`src/rtl/core/sobel_pkg.sv`:
```
`timescale 1ns / 1ps
// ----------------------------------------------------------------------------
// sobel_pkg
// Shared constants for the RGB Sobel magnitude block.
// ----------------------------------------------------------------------------
package sobel_pkg;
	localparam int MAX_WIDTH_DEF    = 4096;
	localparam int CHANNEL_BITS_DEF = 8;
	localparam int NUM_CH           = 3;
	localparam int ROW_W            = 16;
	localparam int COL_W            = 12;
	localparam int MAG_W            = 11;
	localparam int WIDTH_REG_W      = 13;
	localparam int CFG_W            = 16;
	localparam logic CFG_IDX_WIDTH  = 1'b0;
	localparam logic CFG_IDX_HEIGHT = 1'b1;
	localparam logic [12:0] WIDTH_RESET  = 13'd640;
	localparam logic [15:0] HEIGHT_RESET = 16'd480;
endpackage

```
`src/rtl/core/sobel_lane.sv`:
```
`timescale 1ns / 1ps
// ----------------------------------------------------------------------------
// sobel_lane
// One color channel: 3x3 gradient, squared sum, then a pipelined integer
// square root resolving one result bit per stage.
// ----------------------------------------------------------------------------
module sobel_lane #(
	parameter int CB = sobel_pkg::CHANNEL_BITS_DEF,
	parameter int RW = CB + 3,
	parameter int SW = 2 * RW + 1
) (
	input  logic             clk,
	input  logic [9*CB-1:0]  win,   // row-major, top-left at [CB-1:0]
	output logic [RW-1:0]    mag
);
	// stage 1: gradients
	logic [CB-1:0]        p [9];
	logic signed [RW:0]   gx_s1, gy_s1;
	// stage 2: squares
	logic [2*RW-1:0]      sqx_s2, sqy_s2;
	// root pipeline
	logic [SW-1:0]        rem [RW+1];
	logic [RW-1:0]        root [RW+1];

	always_comb begin
		for (int i = 0; i < 9; i++) p[i] = win[i*CB +: CB];
	end

	always_ff @(posedge clk) begin
		gx_s1 <= (RW+1)'(p[0]) + ((RW+1)'(p[3]) <<< 1) + (RW+1)'(p[6])
		       - (RW+1)'(p[2]) - ((RW+1)'(p[5]) <<< 1) - (RW+1)'(p[8]);
		gy_s1 <= (RW+1)'(p[0]) + ((RW+1)'(p[1]) <<< 1) + (RW+1)'(p[2])
		       - (RW+1)'(p[6]) - ((RW+1)'(p[7]) <<< 1) - (RW+1)'(p[8]);
	end

	logic [RW-1:0] ax, ay;
	assign ax = RW'(gx_s1[RW] ? -gx_s1 : gx_s1);
	assign ay = RW'(gy_s1[RW] ? -gy_s1 : gy_s1);

	always_ff @(posedge clk) begin
		sqx_s2 <= ax * ax;
		sqy_s2 <= ay * ay;
	end

	always_ff @(posedge clk) begin
		rem[0]  <= SW'(sqx_s2) + SW'(sqy_s2);
		root[0] <= '0;
	end

	// restoring root, MSB first; stage k decides bit RW-1-k
	for (genvar k = 0; k < RW; k++) begin : g_root
		localparam int B = RW - 1 - k;
		logic [RW-1:0]   trial;
		logic [2*RW:0]   tsq;
		assign trial = root[k] | (RW'(1) << B);
		assign tsq   = (2*RW+1)'(trial) * (2*RW+1)'(trial);
		always_ff @(posedge clk) begin
			rem[k+1]  <= rem[k];
			root[k+1] <= (tsq <= (2*RW+1)'(rem[k])) ? trial : root[k];
		end
	end

	assign mag = root[RW];
endmodule
```
`config.mk`:
```
export PLATFORM = sky130hd
export DESIGN_NAME = sobel_lane
export DESIGN_NICKNAME = d
export VERILOG_FILES = /design/src/rtl/core/sobel_pkg.sv /design/src/rtl/core/sobel_lane.sv
export SDC_FILE = /design/constraint.sdc
export NUM_CORES = 2
export LEC_CHECK = 0
export BUFFER_PORTS_ARGS = -buffer_cell sky130_fd_sc_hd__buf_2
export CAP_MARGIN = 20
export CORE_AREA = 2 2 214 321
export CTS_BUF_LIST = sky130_fd_sc_hd__clkbuf_8
export DETAILED_ROUTE_END_ITERATION = 8
export DIE_AREA = 0 0 216 323
export PLACE_DENSITY = 0.76
export SYNTH_ARGS = -nofsm -noshare
export SYNTH_HDL_FRONTEND = slang
export SYNTH_SLANG_ARGS = --single-unit
```
`constraint.sdc`:
```
create_clock -name clk -period 7.7 [get_ports clk]
set_input_delay 1.155 -clock clk [delete_from_list [all_inputs] [get_ports clk]]
set_output_delay 1.155 -clock clk [all_outputs]
set_load 0.03 [all_outputs]
```
==> flow_summary.yaml <==
run:
  maxCapViolCount: 0
final_layout:
  nFillCells: 5928
  drive_above_1_share_pct: 7.10
  syn2layout_area_growth_pct: 8.39
  nets: 4492
  instances_no_fill: 4415
sta:
  slew_headroom_pct: 48.6
  setup-violations-final: 0
  rsz0062_at_grt: "no"
  finalMaxSlewViolations: 0
  fmax_mhz: 148
  worst_pin_slew_ns: 0.766
  fin_crit_sh_pct: 88.0
  period_needed_ns: 6.78
  whs_ns: 0.323
  setup_tns_ns: 0
  hold_viol: 0
  clock_skew_ns: 0.0481
global_route:
  antenna_found_initial: 1
  grt_util_all_layers_pct: 19.6
  grt_max_degree: 19
  grt-ovfl-total: 0
  grt_pass1_vias: 24780
  grt_pass1_wl_um: 111000
route:
  drt_iter0_drc: 633
  postRouteAntennaNets: 0
  routed_wirelength_um: 65200
  vias: 22392
  vias_per_cell: 5.07
  first_pass_iters: 7
  wl_per_cell_um: 14.8
  route.detailed.drc: 0
worst_setup_path:
  path_max_fanout: 9
  crit_type: "flip-flop to flip-flop"
  critPathArrivalTime_ns: 7.36
  cp.required_ns: 8.28
  cp-end-kind: "flip-flop"
  crit_path_start_kind: "flip-flop"
clocking:
  cts_max_level: 2
  clk_latency_ns: 0.70
  clk_pin_slew_ns: 0.08
  hold_buffers: 0
  cts_tree: "done"
  postCtsSetupBuffers: 0
  cts_inserted_buffers: 57
  clock_sinks: 385
  cts_buffer_depth: 3
  cts_resized: 0
  clockRootBuffer: "clkbuf_8"
logic_synthesis:
  syn_avg_cell_area_sq_um: 9.87
  synth_warnings: 0
  yosysUniqueCellTypes: 72
  synth-edff-count: 0
  syn_area_sq_mm: 0.0331
  yosysSeqAreaShare_pct: 23.3
  syn-instance-count: 3354
  ys.flop_type: "dfxtp_1"
  synth_seq_cells: 385
  async_flop_share_pct: 0
placed_design:
  io_buffer_count: 75
  place_inst: 4310
  gp_congestion: 0.875
  dp_hpwl_um: 55100
floorplanning:
  core_sq_mm: 0.0673
  num_io_pins: 84
  die_y_um: 323
  row_count: 117
  die_area_sq_mm: 0.0698
  initial_core_util_pct: 49.2
  dieWidth_um: 216
min_path:
  hold_path_class: "flip-flop to flip-flop"
status:
  outcome: "completed"
worst paths after layout:
| path | startpoint | to | slack [ns] | depth (start not counted) |
|---|---|---|---|---|
| worst min-delay path | rem[3][45] | rem[4][22] | 0.32 | 0 |
| worst max-delay path | gx_s1[0] | sqx_s2[19] | 0.92 | 22 |
| worst max register to register | gx_s1[0] | sqx_s2[19] | 0.92 | 22 |
| worst min register to register | rem[3][45] | rem[4][22] | 0.32 | 0 |
cell usage in the layout, fill, tap and decap left out, types with 9 or more instances in the layout:
cell type	n
nand3_1	14
a21o_1	80
or2_2	25
nand2b_1	27
clkbuf_8	68
or2_1	9
a211oi_1	18
xnor2_1	152
and2_1	92
nor2b_1	37
xor2_1	55
nor3_1	34
inv_1	730
nor2_1	193
nand4b_1	9
nor4_1	18
nand4_1	27
o21ai_0	63
a21oi_1	114
or3_1	9
buf_4	25
inv_2	10
clkinv_2	11
buf_2	75
o31ai_1	15
dfxtp_1	385
nand2_1	112
o21bai_1	12
fa_1	388
o21a_1	19
ha_1	554
per-stage QoR:
step           worst slack (ns)  util (%)  area (sq um)
3_3_place_gp              0.961      51.4         34600
3_5_place_dp              0.905      51.4         34600
5_1_grt                   0.421      53.3         35900
4_1_cts                   0.885      53.3         35900
2_1_floorplan              1.20         -         33100
6_report                  0.921      53.3         35900
cells by family (layout without fill, tap and decap cells):
family | Yosys count | after routing | synth area share [%]
mux | 12 | 12 | 0.393
compound gates | 397 | 397 | 7.86
simple gates | 639 | 639 | 9.81
flops | 385 | 385 | 23.3
xor+xnor | 207 | 207 | 5.48
other cells | 1 | 3 | 0.0113
fa+ha+maj | 942 | 942 | 44.4
buf+inv | 771 | 938 | 8.77
cells in the mapped netlist (all sizes together) (7+ instances only):
library cell	n	area share [%]
nand4b	9	0.24
a211oi	18	0.41
inv	730	8.3
xnor2	152	4.0
nor2	193	2.2
a2111oi	9	0.28
a21oi	114	1.7
and3	7	0.13
or4	8	0.18
ha	554	21
a21o	80	1.8
or3	10	0.20
nand3	14	0.21
clkbuf	30	0.34
nand2b	28	0.54
buf	7	0.11
nor4b	7	0.19
dfxtp	385	23
nor4	18	0.34
nor3	34	0.51
o31ai	15	0.34
nand2	112	1.3
o21bai	12	0.27
mux2	8	0.27
nor2b	37	0.70
or2	34	0.64
fa	388	23
xor2	55	1.5
o21a	19	0.43
o21ai	70	1.1
nand4	27	0.51
and2	92	1.7
layer usage:
| layer | global-route usage [%] | up-vias | share of wire, % |
|---|---|---|---|
| met5 | 0 | - | 0 |
| met2 | 41.3 | 397 | 58 |
| met3 | 2.29 | 217 | 2.5 |
| li1 | - | 10938 | - |
| met4 | 12.1 | 0 | 6.8 |
| met1 | 17.0 | 10840 | 33 |
flip-flops by register name, indices dropped and copies added (netlist names):
name    cells
rem       253
root       66
sqx_s2     21
sqy_s2     21
gx_s1      12
gy_s1      12
final cells by class:
type                    count  area [sq um]  area share [%]
multi-input cells        2199         22500            62.7
clock inverters            36           305           0.851
well taps                 892          1120            3.11
flip-flops and latches    385          7710            21.5
repair buffers            100           563            1.57
clock buffers              68           936            2.61
diodes                      1          2.50         0.00697
inverters                 734          2760            7.68
worst max-delay path: stages, from the launching register on:
cell and delay (ns):
dfxtp_1 0.31, inv_1 0.26, ha_1 0.24, nand2b_1 0.13, o21ai_0 0.22, xnor2_1 0.16, buf_4 0.17, clkinv_1 0.27
or2_2 0.43, fa_1 0.52, fa_1 0.44, fa_1 0.46, fa_1 0.51, fa_1 0.54, inv_1 0.04, ha_1 0.34
a21o_1 0.19, a21o_1 0.20, a21o_1 0.19, a2111o_1 0.44, a2111oi_2 0.36, nor3_1 0.11, xor2_1 0.15
Power is not shown: default switching activity piles up to over one toggle a cycle in this logic, so the estimate is an artifact.
